### src/hdl/swa_pkg.sv
// ----------------------------------------------------------------------------
// swa_pkg
// Shared widths and types for the sliding window average block.
// ----------------------------------------------------------------------------
package swa_pkg;

  localparam int SAMPLE_W       = 16;
  localparam int AVG_W          = 24;
  localparam int CFG_W          = 9;
  localparam int FRAC_W         = 8;
  localparam int MAX_WINDOW_DEF = 256;

  // one accepted item, toward the sample ring
  typedef struct packed {
    logic                       valid;
    logic signed [SAMPLE_W-1:0] sample;
    logic                       series_start;
  } ring_req_t;

  // ring answer, registered in the cycle after the request
  typedef struct packed {
    logic signed [SAMPLE_W-1:0] sample;
    logic signed [SAMPLE_W-1:0] old_sample;
    logic                       full;   // oldest sample leaves the window
    logic                       clear;  // new series, sum restarts at zero
    logic                       emit;   // window full after this item
  } ring_resp_t;

endpackage

### src/hdl/swa_ifs.sv
// ----------------------------------------------------------------------------
// swa_in_if / swa_out_if
// Valid/ready channels for samples in and averages out.
// ----------------------------------------------------------------------------
interface swa_in_if;
  import swa_pkg::*;

  logic                       valid;
  logic                       ready;
  logic signed [SAMPLE_W-1:0] sample;
  logic                       series_start;

  modport source (output valid, output sample, output series_start, input ready);
  modport sink   (input valid, input sample, input series_start, output ready);
endinterface

interface swa_out_if;
  import swa_pkg::*;

  logic                    valid;
  logic                    ready;
  logic signed [AVG_W-1:0] average;

  modport source (output valid, output average, input ready);
  modport sink   (input valid, input average, output ready);
endinterface

### src/hdl/swa_ring.sv
// ----------------------------------------------------------------------------
// swa_ring
// Sample ring memory with write position and fill count.
// ----------------------------------------------------------------------------
module swa_ring #(
  parameter int MAX_WINDOW = swa_pkg::MAX_WINDOW_DEF,
  parameter int WIN_W      = $clog2(MAX_WINDOW + 1)
) (
  input  logic                   clk,
  input  logic                   rst,
  input  logic                   clear,
  input  logic [WIN_W-1:0]       win,
  input  swa_pkg::ring_req_t     req,
  output swa_pkg::ring_resp_t    resp
);
  import swa_pkg::*;

  localparam int AW = $clog2(MAX_WINDOW);

  logic [SAMPLE_W-1:0] mem [MAX_WINDOW];
  logic [WIN_W-1:0]    fill;
  logic [AW-1:0]       pos;

  logic [WIN_W-1:0]    fill_cur;
  logic [WIN_W-1:0]    fill_next;
  logic [AW-1:0]       pos_cur;
  logic [WIN_W-1:0]    pos_inc;
  logic [AW-1:0]       pos_next;

  always_comb begin
    fill_cur = req.series_start ? '0 : ((fill > win) ? win : fill);
    pos_cur  = (req.series_start || (WIN_W'(pos) >= win)) ? '0 : pos;
    pos_inc  = WIN_W'(pos_cur) + 1'b1;
    pos_next = (pos_inc >= win) ? '0 : pos_inc[AW-1:0];
    fill_next = (fill_cur < win) ? fill_cur + 1'b1 : fill_cur;
  end

  always_ff @(posedge clk) begin
    if (rst) begin
      fill <= '0;
      pos  <= '0;
    end else if (clear) begin
      fill <= '0;
      pos  <= '0;
    end else if (req.valid) begin
      fill <= fill_next;
      pos  <= pos_next;
    end
  end

  // read-before-write: old entry comes out as the new one goes in
  always_ff @(posedge clk) begin
    if (req.valid) begin
      resp.old_sample <= mem[pos_cur];
      mem[pos_cur]    <= req.sample;
      resp.sample     <= req.sample;
      resp.full       <= (fill_cur == win);
      resp.clear      <= req.series_start;
      resp.emit       <= (fill_next == win);
    end
  end

endmodule

### src/hdl/swa_acc.sv
// ----------------------------------------------------------------------------
// swa_acc
// Bit-serial running sum update: sum + new - old, plus serial negation.
// ----------------------------------------------------------------------------
module swa_acc #(
  parameter int SUM_W = 24
) (
  input  logic                clk,
  input  logic                rst,
  input  logic                clear,
  input  logic                start,
  input  swa_pkg::ring_resp_t cmd,
  output logic                done,
  output logic                sign,
  output logic [SUM_W-1:0]    mag
);
  import swa_pkg::*;

  localparam int CNT_W = $clog2(SUM_W + 1);

  logic [SUM_W-1:0] sum_sr;
  logic [SUM_W-1:0] neg_sr;
  logic [SUM_W-1:0] a_sr;
  logic [SUM_W-1:0] b_sr;
  logic             c_add;
  logic             c_sub;
  logic             c_neg;
  logic             busy;
  logic [CNT_W-1:0] cnt;

  logic s0, r, ng;
  logic c_add_next, c_sub_next, c_neg_next;

  always_comb begin
    s0         = sum_sr[0] ^ a_sr[0] ^ c_add;
    c_add_next = (sum_sr[0] & a_sr[0]) | (c_add & (sum_sr[0] ^ a_sr[0]));
    r          = s0 ^ b_sr[0] ^ c_sub;
    c_sub_next = (s0 & b_sr[0]) | (c_sub & (s0 ^ b_sr[0]));
    ng         = ~r ^ c_neg;
    c_neg_next = ~r & c_neg;
  end

  always_ff @(posedge clk) begin
    if (rst) begin
      busy   <= 1'b0;
      cnt    <= '0;
      done   <= 1'b0;
      sum_sr <= '0;
    end else begin
      done <= 1'b0;
      if (clear) begin
        sum_sr <= '0;
      end else if (start) begin
        busy <= 1'b1;
        cnt  <= CNT_W'(SUM_W);
        if (cmd.clear) begin
          sum_sr <= '0;
        end
      end else if (busy) begin
        sum_sr <= {r, sum_sr[SUM_W-1:1]};
        cnt    <= cnt - 1'b1;
        if (cnt == CNT_W'(1)) begin
          busy <= 1'b0;
          done <= 1'b1;
        end
      end
    end
  end

  // subtract the old sample as ~old + 1 when the window was already full
  always_ff @(posedge clk) begin
    if (start) begin
      a_sr  <= {{(SUM_W-SAMPLE_W){cmd.sample[SAMPLE_W-1]}}, cmd.sample};
      b_sr  <= cmd.full ? ~{{(SUM_W-SAMPLE_W){cmd.old_sample[SAMPLE_W-1]}}, cmd.old_sample}
                        : '0;
      c_add <= 1'b0;
      c_sub <= cmd.full;
      c_neg <= 1'b1;
    end else if (busy) begin
      a_sr   <= {1'b0, a_sr[SUM_W-1:1]};
      b_sr   <= {1'b0, b_sr[SUM_W-1:1]};
      neg_sr <= {ng, neg_sr[SUM_W-1:1]};
      c_add  <= c_add_next;
      c_sub  <= c_sub_next;
      c_neg  <= c_neg_next;
    end
  end

  assign sign = sum_sr[SUM_W-1];
  assign mag  = sign ? neg_sr : sum_sr;

endmodule

### src/hdl/swa_div.sv
// ----------------------------------------------------------------------------
// swa_div
// Restoring divider, one quotient bit per cycle; sign applied at the end.
// ----------------------------------------------------------------------------
module swa_div #(
  parameter int SUM_W = 24,
  parameter int WIN_W = 9
) (
  input  logic                             clk,
  input  logic                             rst,
  input  logic                             start,
  input  logic                             sign,
  input  logic [SUM_W-1:0]                 mag,
  input  logic [WIN_W-1:0]                 win,
  output logic                             done,
  output logic signed [swa_pkg::AVG_W-1:0] average
);
  import swa_pkg::*;

  localparam int DV_W  = SUM_W + FRAC_W;
  localparam int CNT_W = $clog2(DV_W + 1);

  logic [DV_W-1:0]  dv;
  logic [WIN_W-1:0] rem;
  logic             sgn;
  logic             busy;
  logic [CNT_W-1:0] cnt;

  logic [WIN_W:0]   trial;
  logic [WIN_W:0]   diff;
  logic             take;
  logic [AVG_W-1:0] q;

  always_comb begin
    trial = {rem, dv[DV_W-1]};
    diff  = trial - {1'b0, win};
    take  = (trial >= {1'b0, win});
    q     = dv[AVG_W-1:0];
  end

  always_ff @(posedge clk) begin
    if (rst) begin
      busy <= 1'b0;
      cnt  <= '0;
      done <= 1'b0;
    end else begin
      done <= 1'b0;
      if (start) begin
        busy <= 1'b1;
        cnt  <= CNT_W'(DV_W);
      end else if (busy) begin
        cnt <= cnt - 1'b1;
        if (cnt == CNT_W'(1)) begin
          busy <= 1'b0;
          done <= 1'b1;
        end
      end
    end
  end

  // dividend shifts out at the top while quotient bits enter at the bottom
  always_ff @(posedge clk) begin
    if (start) begin
      dv  <= {mag, {FRAC_W{1'b0}}};
      rem <= '0;
      sgn <= sign;
    end else if (busy) begin
      dv  <= {dv[DV_W-2:0], take};
      rem <= take ? diff[WIN_W-1:0] : trial[WIN_W-1:0];
    end
  end

  assign average = sgn ? (~q + 1'b1) : q;

endmodule

### src/hdl/sliding_window_average.sv
// From accept, an item passes the ring read, the bit-serial sum update and, if it completes
// a window, the bit-serial divide and the output register. The input is ready only when idle,
// so it takes no new item before the last is through; a held average stalls the input.
// Adder width SUM_W, divider dividend SUM_W + 8; SUM_W = 16 + clog2(MAX_WINDOW).
// Reset (synchronous): window_length = 1, running sum, fill count and position zero.
// The sample ring is not cleared; entries are used only after being written.
// ----------------------------------------------------------------------------
// sliding_window_average
// Streaming simple moving average with 8 fraction bits, digit-serial datapath.
// ----------------------------------------------------------------------------
module sliding_window_average #(
  parameter int MAX_WINDOW = swa_pkg::MAX_WINDOW_DEF
) (
  input  logic                       clk,
  input  logic                       rst,
  input  logic                       window_length_we,
  input  logic [swa_pkg::CFG_W-1:0]  window_length,
  swa_in_if.sink                     din,
  swa_out_if.source                  dout
);
  import swa_pkg::*;

  localparam int WIN_W = $clog2(MAX_WINDOW + 1);
  localparam int SUM_W = SAMPLE_W + $clog2(MAX_WINDOW);

  localparam logic [2:0] S_IDLE = 3'd0;
  localparam logic [2:0] S_READ = 3'd1;
  localparam logic [2:0] S_ACC  = 3'd2;
  localparam logic [2:0] S_DIV  = 3'd3;
  localparam logic [2:0] S_PUT  = 3'd4;

  logic [2:0]              state;
  logic [2:0]              state_next;
  logic [CFG_W-1:0]        wl;
  logic [WIN_W-1:0]        win;
  ring_req_t               req;
  ring_resp_t              resp;
  logic                    acc_done;
  logic                    sum_sign;
  logic [SUM_W-1:0]        sum_mag;
  logic                    div_start;
  logic                    div_done;
  logic signed [AVG_W-1:0] div_avg;
  logic                    out_valid;
  logic signed [AVG_W-1:0] out_avg;
  logic                    load;

  always_ff @(posedge clk) begin
    if (rst) begin
      wl <= CFG_W'(1);
    end else if (window_length_we) begin
      wl <= window_length;
    end
  end

  always_comb begin
    if (wl == '0) begin
      win = WIN_W'(1);
    end else if (32'(wl) > 32'(MAX_WINDOW)) begin
      win = WIN_W'(MAX_WINDOW);
    end else begin
      win = WIN_W'(wl);
    end
  end

  assign din.ready        = (state == S_IDLE);
  assign req.valid        = din.valid && din.ready;
  assign req.sample       = din.sample;
  assign req.series_start = din.series_start;

  swa_ring #(
    .MAX_WINDOW (MAX_WINDOW),
    .WIN_W      (WIN_W)
  ) u_ring (
    .clk   (clk),
    .rst   (rst),
    .clear (window_length_we),
    .win   (win),
    .req   (req),
    .resp  (resp)
  );

  swa_acc #(
    .SUM_W (SUM_W)
  ) u_acc (
    .clk   (clk),
    .rst   (rst),
    .clear (window_length_we),
    .start (state == S_READ),
    .cmd   (resp),
    .done  (acc_done),
    .sign  (sum_sign),
    .mag   (sum_mag)
  );

  assign div_start = (state == S_ACC) && acc_done && resp.emit;

  swa_div #(
    .SUM_W (SUM_W),
    .WIN_W (WIN_W)
  ) u_div (
    .clk     (clk),
    .rst     (rst),
    .start   (div_start),
    .sign    (sum_sign),
    .mag     (sum_mag),
    .win     (win),
    .done    (div_done),
    .average (div_avg)
  );

  assign load = (state == S_PUT) && (!out_valid || dout.ready);

  always_comb begin
    state_next = state;
    unique case (state)
      S_IDLE: if (req.valid) state_next = S_READ;
      S_READ: state_next = S_ACC;
      S_ACC: begin
        if (acc_done) begin
          state_next = resp.emit ? S_DIV : S_IDLE;
        end
      end
      S_DIV: if (div_done) state_next = S_PUT;
      S_PUT: if (load) state_next = S_IDLE;
      default: state_next = S_IDLE;
    endcase
  end

  always_ff @(posedge clk) begin
    if (rst) begin
      state <= S_IDLE;
    end else begin
      state <= state_next;
    end
  end

  always_ff @(posedge clk) begin
    if (rst) begin
      out_valid <= 1'b0;
    end else if (load) begin
      out_valid <= 1'b1;
    end else if (dout.ready) begin
      out_valid <= 1'b0;
    end
  end

  always_ff @(posedge clk) begin
    if (load) begin
      out_avg <= div_avg;
    end
  end

  assign dout.valid   = out_valid;
  assign dout.average = out_avg;

`ifndef SYNTH
  a_put_from_div : assert property (@(posedge clk) disable iff (rst)
    $rose(dout.valid) |-> $past(state) == S_PUT)
    else $error("average raised outside the output state");

  a_div_done_state : assert property (@(posedge clk) disable iff (rst)
    div_done |-> state == S_DIV)
    else $error("divider finished while not awaited");

  a_acc_done_state : assert property (@(posedge clk) disable iff (rst)
    acc_done |-> state == S_ACC)
    else $error("accumulator finished while not awaited");
`endif

endmodule
### src/flat_wrapper.sv
// flat-port wrapper written by rule: the top's interface ports become plain ports
module sliding_window_average_flat import swa_pkg::*;
#(
  parameter int MAX_WINDOW = swa_pkg::MAX_WINDOW_DEF
)
  (clk, rst, window_length_we, window_length, din_valid, din_sample, din_series_start, din_ready, dout_valid, dout_average, dout_ready);
  swa_in_if din_i ();
  swa_out_if dout_i ();
  input  logic clk;
  input  logic rst;
  input  logic window_length_we;
  input  logic [swa_pkg::CFG_W-1:0] window_length;
  input wire logic [$bits(din_i.valid)-1:0] din_valid;
  input wire logic [$bits(din_i.sample)-1:0] din_sample;
  input wire logic [$bits(din_i.series_start)-1:0] din_series_start;
  output wire logic [$bits(din_i.ready)-1:0] din_ready;
  output wire logic [$bits(dout_i.valid)-1:0] dout_valid;
  output wire logic [$bits(dout_i.average)-1:0] dout_average;
  input wire logic [$bits(dout_i.ready)-1:0] dout_ready;
  assign din_i.valid = din_valid;
  assign din_i.sample = din_sample;
  assign din_i.series_start = din_series_start;
  assign din_ready = din_i.ready;
  assign dout_valid = dout_i.valid;
  assign dout_average = dout_i.average;
  assign dout_i.ready = dout_ready;
  sliding_window_average #(.MAX_WINDOW(MAX_WINDOW)) u_core (.clk(clk), .rst(rst), .window_length_we(window_length_we), .window_length(window_length), .din(din_i), .dout(dout_i));
endmodule
### config.mk
export PLATFORM = sky130hd
export DESIGN_NAME = sliding_window_average_flat
export DESIGN_NICKNAME = d
export VERILOG_FILES = /design/src/hdl/swa_pkg.sv /design/src/hdl/swa_ifs.sv /design/src/hdl/swa_ring.sv /design/src/hdl/swa_acc.sv /design/src/hdl/swa_div.sv /design/src/hdl/sliding_window_average.sv /design/src/flat_wrapper.sv
export SDC_FILE = /design/constraint.sdc
export NUM_CORES = 2
export LEC_CHECK = 0
export BUFFER_PORTS_ARGS = -buffer_cell sky130_fd_sc_hd__buf_2
export CAP_MARGIN = 10
export CORE_ASPECT_RATIO = 0.6
export CORE_UTILIZATION = 53
export DETAILED_ROUTE_END_ITERATION = 10
export PLACE_DENSITY_LB_ADDON = 0.1
export SLEW_MARGIN = 20
export SYNTH_ARGS = -nofsm -noshare
export SYNTH_HDL_FRONTEND = slang
export SYNTH_HIERARCHICAL = 1
export SYNTH_SLANG_ARGS = --single-unit
### constraint.sdc
create_clock -name clk -period 12.05 [get_ports clk]
set_input_delay 1.205 -clock clk [delete_from_list [all_inputs] [get_ports clk]]
set_output_delay 1.205 -clock clk [all_outputs]
set_load 0.01 [all_outputs]
# Word level (Yosys, flattened, before mapping)
# Memories as Yosys holds them, arrays and structs flattened. A register that Yosys moved wholly into a read port is not among the register bits.
# Cells that the tools add are included.
[classes] addsub=6 mul=0 div_mod_pow=0 n_lt_le_gt_ge=6 n_eq_ne=13 n_shift=0 muxes=44 bitwise=19 n_reduce_logical=20
[op_table] op="$mux 24" n=10
[op_table] op="$mux 32" n=2
[op_table] op="$mux 9" n=6
[op_table] op="$not 24->24" n=2
[op_table] op="$add 24x1->24 const B" n=1
[op_table] op="$eq 9x9->1" n=2
[op_table] op="$mux 8" n=2
[op_table] op="$pmux 3 s5" n=1
[op_table] op="$mux 1" n=14
[op_table] op="$mux 3" n=4
[op_table] op="$mux 6" n=2
[op_table] op="$ge 10x9->1" n=1
[op_table] op="$mux 5" n=2
[op_table] op="$add 8x1->9 const B" n=1
[op_table] op="$add 9x1->9 const B" n=1
[op_table] op="$ge 8x9->1" n=1
[op_table] op="$ge 9x9->1" n=1
[op_table] op="$gt 9x9->1" n=1
[op_table] op="$gt 9x9->1 const B" n=1
[op_table] op="$logic_not 9->1" n=1
[op_table] op="$lt 9x9->1" n=1
[op_table] op="$sub 9x9->9" n=1
[op_table] op="$eq 3x2->1 const B" n=2
[op_table] op="$eq 6x1->1 const B" n=1
[op_table] op="other kinds (22)" n=47
[word_totals] register_bits=229 latchBits=0 mem_bits_rw=4096 rom_bits=0 in_bits=31 memories=1
[mem_list] name="u_core.u_ring.mem" words=256 width=16 rd=1 rd_clocked_by_memory_dff=1 write_ports=1 line="swa_ring.sv:20" rtl="logic [SAMPLE_W-1:0] mem [MAX_WINDOW];"

# Logic depth before layout (Yosys ltp)
[depth] depth_word=9 depth_mapped=26 mapped_depth_nobuf=23

# Cells and area by module
# Netlist, hierarchy kept.
[by_module_without_submodules] module="swa_ring" instances=1 cells_per_inst=10002 area_per_inst_um2=161668.8
[by_module_without_submodules] module="swa_acc" instances=1 cells_per_inst=310 area_per_inst_um2=4335.4
[by_module_without_submodules] module="swa_div" instances=1 cells_per_inst=292 area_per_inst_um2=2894.0
[by_module_without_submodules] module="sliding_window_average" instances=1 cells_per_inst=93 area_per_inst_um2=1343.8

# Worst setup path before layout
# Ideal clock, no wire load.
[synth_timing] kind="register -> register" startpoint="register u_core.wl[8]" endpoint="register, netlist name u_core/u_ring/resp[0]" setup_time_ns=0.176 arrival_ns=5.242 t_required_ns=11.874 setup_slack_ns=6.632 path_stages_with_launch=21 synth_period_minus_slack_ns=5.418 path_cell_list="dfxtp_1 -> nor2b_1 -> inv_1 -> ha_1 -> and3_1 -> o21ai_1 -> a21o_1 -> a21oi_2 -> clkbuf_1 -> mux2i_1 -> nor2_1 -> ha_1 -> a211o_1 -> o211ai_1 -> a31oi_1 -> or2_2 -> a2111oi_1 -> xnor2_1 -> o21ai_0 -> or4_1 -> nor4_1"
[synth_between] elab_chain_cells=9 elab_cells_between_ends=11 classes_between="1 x add/sub; 3 x order compare; 1 x eq/ne; 5 x mux; 1 x reduce/logical"
[synth_rtl] element="start, declared" line="sliding_window_average.sv:34" rtl="logic [CFG_W-1:0] wl;"
[synth_rtl] element="start signal, assigned" line="sliding_window_average.sv:52" rtl="wl <= window_length;"
[synth_rtl] element="$gt 9x9->1" line="sliding_window_average.sv:59" rtl="end else if (32'(wl) > 32'(MAX_WINDOW)) begin"
[synth_rtl] element="$mux 9" line="sliding_window_average.sv:59"
[synth_rtl] element="$mux 9 *" line="sliding_window_average.sv:57" rtl="if (wl == '0) begin"
[synth_rtl] element="net u_core.win[2]" line="sliding_window_average.sv:35" rtl="logic [WIN_W-1:0] win;"
[synth_rtl] element="$gt 9x9->1" line="swa_ring.sv:31" rtl="fill_cur = req.series_start ? '0 : ((fill > win) ? win : fill);"
[synth_rtl] element="$mux 9 (2 in series)" line="swa_ring.sv:31"
[synth_rtl] element="$add 9x1->9 or $lt 9x9->1 (tied branches)" line="swa_ring.sv:35" rtl="fill_next = (fill_cur < win) ? fill_cur + 1'b1 : fill_cur;"
[synth_rtl] element="$mux 9" line="swa_ring.sv:35"
[synth_rtl] element="$eq 9x9->1 *" line="swa_ring.sv:59" rtl="resp.emit <= (fill_next == win);"
# Mark *: on every way through the listed nets, which the timed path passes. The rest lies on a longest branch.
# A chain may end at the register's enable or synchronous reset.

# Worst setup path in the final report
[layout_timing] startpoint="register u_core.wl[8]" endpoint="register, netlist name u_core/u_ring/resp[17]"
[layout_between] elab_chain_cells=6 elab_cells_between_ends=7 classes_between="2 x order compare; 3 x mux; 2 x reduce/logical"
[layout_rtl] element="$gt 9x9->1" line="sliding_window_average.sv:59"
[layout_rtl] element="$mux 9" line="sliding_window_average.sv:59"
[layout_rtl] element="$mux 9 *" line="sliding_window_average.sv:57"
[layout_rtl] element="net u_core.win[6]" line="sliding_window_average.sv:35"
[layout_rtl] element="$ge 8x9->1 *" line="swa_ring.sv:32" rtl="pos_cur = (req.series_start || (WIN_W'(pos) >= win)) ? '0 : pos;"
[layout_rtl] element="$logic_or 1x1->1 *" line="swa_ring.sv:32"
[layout_rtl] element="$mux 8 *" line="swa_ring.sv:32"
# Marked as above.

==> results.md <==
* Largest area contributor in the netlist: edfxtp_1
* Layout cell share with drive strength beyond 1 at 0.167
* Synthesized net count at 10800
* Total negative slack at 0 ns
* Initial Utilization at 0.535
* Syn avg cell area at 15.9 sq um
* # rows at 160
* Hold Crit Class: flip-flop to flip-flop
* Initial drt markers at 21500
* Met1 WL at 240000 um
* VDD IR max at 0.000135 V
* Relative slew slack at 0.104
* Vias per inst at 7.22
* Routed length on met3 at 117000 um
* Final hold violations at 0
* Clk sinks at 4341
* Logic pwr share at 0.046
* Switching Fraction at 0.220
* WS Path Type: flip-flop to flip-flop
* Drt pass-1 iters at 7
* DP Wirelength at 379000 um
* H-tree depth at 5
* #FFs+latches synth at 4341
* Power density cells at 160 nW/um^2
* Run status: finished clean
* CP max stage delay at 1.13 ns
* EDFF count, synth at 4253
* Final Cycle Share at 0.659
* Worst endpoint required time at 12.72 ns
* Skew-Pair Late Insertion Delay at 0.97 ns
* R2r endpoint: u_core/u_ring/resp[17]
* Syn Inst Count at 10700
* Clock skew at 0.0597 ns
* WL final at 638000 um
* Root buf cell: clkbuf_16
* Core Box Area at 318000 sq um
* Final #Nets at 11100
* CP max-delay cell: nor4_1
* Post-synth ARST share at 0
* Hold buffer count at cts at 0
* Fin crit period at 7.94 ns
* Global-route wire length before repair at 862000 um
* Setup crit end: u_core/u_ring/resp[17]
* Gpl congestion at 0.956
* Post-CTS sizing at 0
* Top Layer Used: met5
* Leakage at 58.8 nW
* Vias in the first global route at 102000
* Reg2reg setup slack at 4.11 ns
* GR Overflow Total at 0
* Crit. Startpoint: u_core/wl[8]
* Total CTS buffers at 393
* Synth cell types at 96
* WL/cell at 41.1 um
* Non-Filler Instances at 15500
* CTS tree: yes
* Synth top area share at 0.750
* Port bufs at 56
* Placed instance count at 14800
* Die height at 441 um
* Synth top area cells: edfxtp_1 (75%), mux2_2 (2.5%), o22ai_1 (2.4%)
* Die W at 734 um
* Die ar. at 324000 sq um
* Clock Pin Slew Worst Setup and Hold Paths at 0.07 ns
* DR vias at 112000
* Clk buf depth at 4
* Largest net degree at the start of global routing at 153
* Area delta synth->final at 12.1%
* Max Clk Rate at 126 MHz
* DR WL met2 at 251000 um
* Netlist area before placement at 170000 sq um
* IO Pins at 57
* Synth Flop Type: edfxtp_1
* Startpoint types: flip-flop
* Slew Limit Fails at 0
* Psw at 0.00673 W
* Int Pwr at 0.0238 W
* Post-CTS Setup Bufs at 0
* Worst-Margin Slew at 1.33 ns
* Clock share of power at 0.409
* GR Util All Layers at 0.387
* Worst r2r path cells at 16
* Final setup violation count at 0
* Max-cap violations at 0
* Initial antenna violation count at 59
* Crit end category: flip-flop
* ANT nets after route at 0
* Crit Reg-Reg Startpoint: u_core/wl[8]
* Worst path cell trace: nor2b_1, inv_1, ha_1, a211oi_1, o21ai_4, buf_12, a211oi_4, buf_12, buf_4, nand2_4, buf_4, o21ai_0, a31oi_1, or4_1, nor4_1, nand3b_1
* RSZ-0062 raised after global routing: no
* Synthesis Warnings at 6
* Seq pwr share at 0.545
* Worst path arrival time at 8.61 ns
* Seq/Total Area, Yosys at 0.761
* Worst-path fanout max at 58
* DRC violations left at 0
-- cell usage after synthesis, types with 11 or more instances --
master        n
a211o_1      18
a221oi_1     37
a21oi_1     500
o22a_1       21
buf_1       129
a22oi_1      69
a2111oi_0    21
xnor2_1      42
nor2b_1      36
o21ai_0     541
a22o_1       60
o221ai_1    238
inv_1       127
o32ai_1      69
mux2i_1     290
a21o_1       16
dfxtp_1      88
o22ai_1     661
edfxtp_1   4253
nor4_1      100
nand2b_1     18
or4_1        17
o31ai_1      48
o211ai_1     74
and3_1       14
nor2_1      851
a211oi_1    116
xor2_1       11
o2111ai_1    16
buf_2       182
nor3_1      191
ha_1         55
mux2_2      374
o31a_1       14
a31oi_1      72
a222oi_1     17
clkbuf_1    410
o311ai_0     19
nand2_1     423
nand3_1      80
mux4_2      119
nand4_1      30
or3_1        42
-- worst min path at each step --
stage	to	cells past startpoint	start	slack (ns)
after floorplan	u_core/u_div/sgn	0	u_core/u_acc/sum_sr[23]	0.41
after global placement	u_core/u_acc/neg_sr[6]	0	u_core/u_acc/neg_sr[7]	0.42
after detailed placement	u_core/u_acc/neg_sr[1]	0	u_core/u_acc/neg_sr[2]	0.43
after CTS	u_core/u_acc/neg_sr[21]	0	u_core/u_acc/neg_sr[22]	0.44
after global routing	u_core/u_acc/neg_sr[7]	0	u_core/u_acc/neg_sr[8]	0.45
final	u_core/u_acc/neg_sr[1]	0	u_core/u_acc/neg_sr[2]	0.44
-- per-layer routing --
layer	GRT usage	vias to the layer above
met2	0.509	10100
met5	0	-
met1	0.557	57000
li1	-	43400
met4	0.152	48
met3	0.178	1564
-- state kept, by name, summed over array words and instances, names as in the netlist, 24 cells and up --
name                 cells
u_core/u_ring/resp      35
u_core/u_div/dv         32
u_core/u_ring/mem     4096
u_core/u_acc/sum_sr     24
u_core/u_acc/neg_sr     24
u_core/u_acc/a_sr       24
u_core/u_acc/b_sr       24
u_core/dout.average     24
-- per-stage QoR --
| step | instance area, sq um | total power [W] | hold WS [ns] | worst slack, ns | util |
|---|---|---|---|---|---|
| 5_1_grt | 191000 | 0.0312 | 0.452 | 4.24 | 0.599 |
| 3_5_place_dp | 178000 | 0.0183 | 0.430 | 4.73 | 0.560 |
| 3_3_place_gp | 178000 | 0.0183 | 0.424 | 4.01 | 0.560 |
| 4_1_cts | 191000 | 0.0305 | 0.438 | 4.74 | 0.599 |
| 2_1_floorplan | 170000 | 0.0176 | 0.406 | 6.63 | - |
| 6_report | 191000 | 0.0306 | 0.443 | 4.11 | 0.600 |
-- cells in the final DEF, fill, tap and decap left out, drive strengths merged, types with 119 or more instances in the layout --
cell type	instances
edfxtp	4253
nor2	851
o22ai	661
buf	615
o21ai	546
a21oi	501
clkbuf	477
nand2	423
mux2	377
mux2i	290
o221ai	238
nor3	191
clkinv	171
inv	137
mux4	119
-- cell families (layout without fill, tap and decap cells) --
logic type | after synthesis | after routing | synth area share
mux | 786 | 786 | 0.0577
buf+inv | 863 | 1447 | 0.0208
flops | 4341 | 4341 | 0.761
xor+xnor | 53 | 53 | 0.00273
compound gates | 2736 | 2736 | 0.105
simple gates | 1860 | 1860 | 0.0485
fa+ha+maj | 58 | 58 | 0.00440
other cells | 0 | 39 | 0
-- power by group through the flow --
stage	clock (W)	combinational (W)	sequential (W)
3_5_place_dp	0	0.00134	0.0170
3_3_place_gp	0	0.00132	0.0170
6_report	0.0125	0.00140	0.0167
4_1_cts	0.0125	0.00135	0.0167
5_1_grt	0.0131	0.00144	0.0167
2_1_floorplan	0	0.000629	0.0170
-- critical path, delay by kind of cell, from the launching register on --
kind                     cells  cell delay, ns
flip-flops                   1            0.51
AO/OA/AOI/OAI                5            1.53
AND/OR/NAND/NOR              5            3.00
adder cells (fa/ha/maj)      1            0.37
buffers and inverters        5            2.00
-- layout make-up --
type	instances	area, sq um
Sequential cell	4341	129000
Fill cell	23500	127000
Multi-Input combinational cell	5493	38100
Clock buffer	477	10400
Tap cell	4212	5270
Timing Repair Buffer	615	4990
Clock inverter	226	2010
Inverter	129	499
Antenna cell	39	97.6
Power figures use the tool's default switching activity.
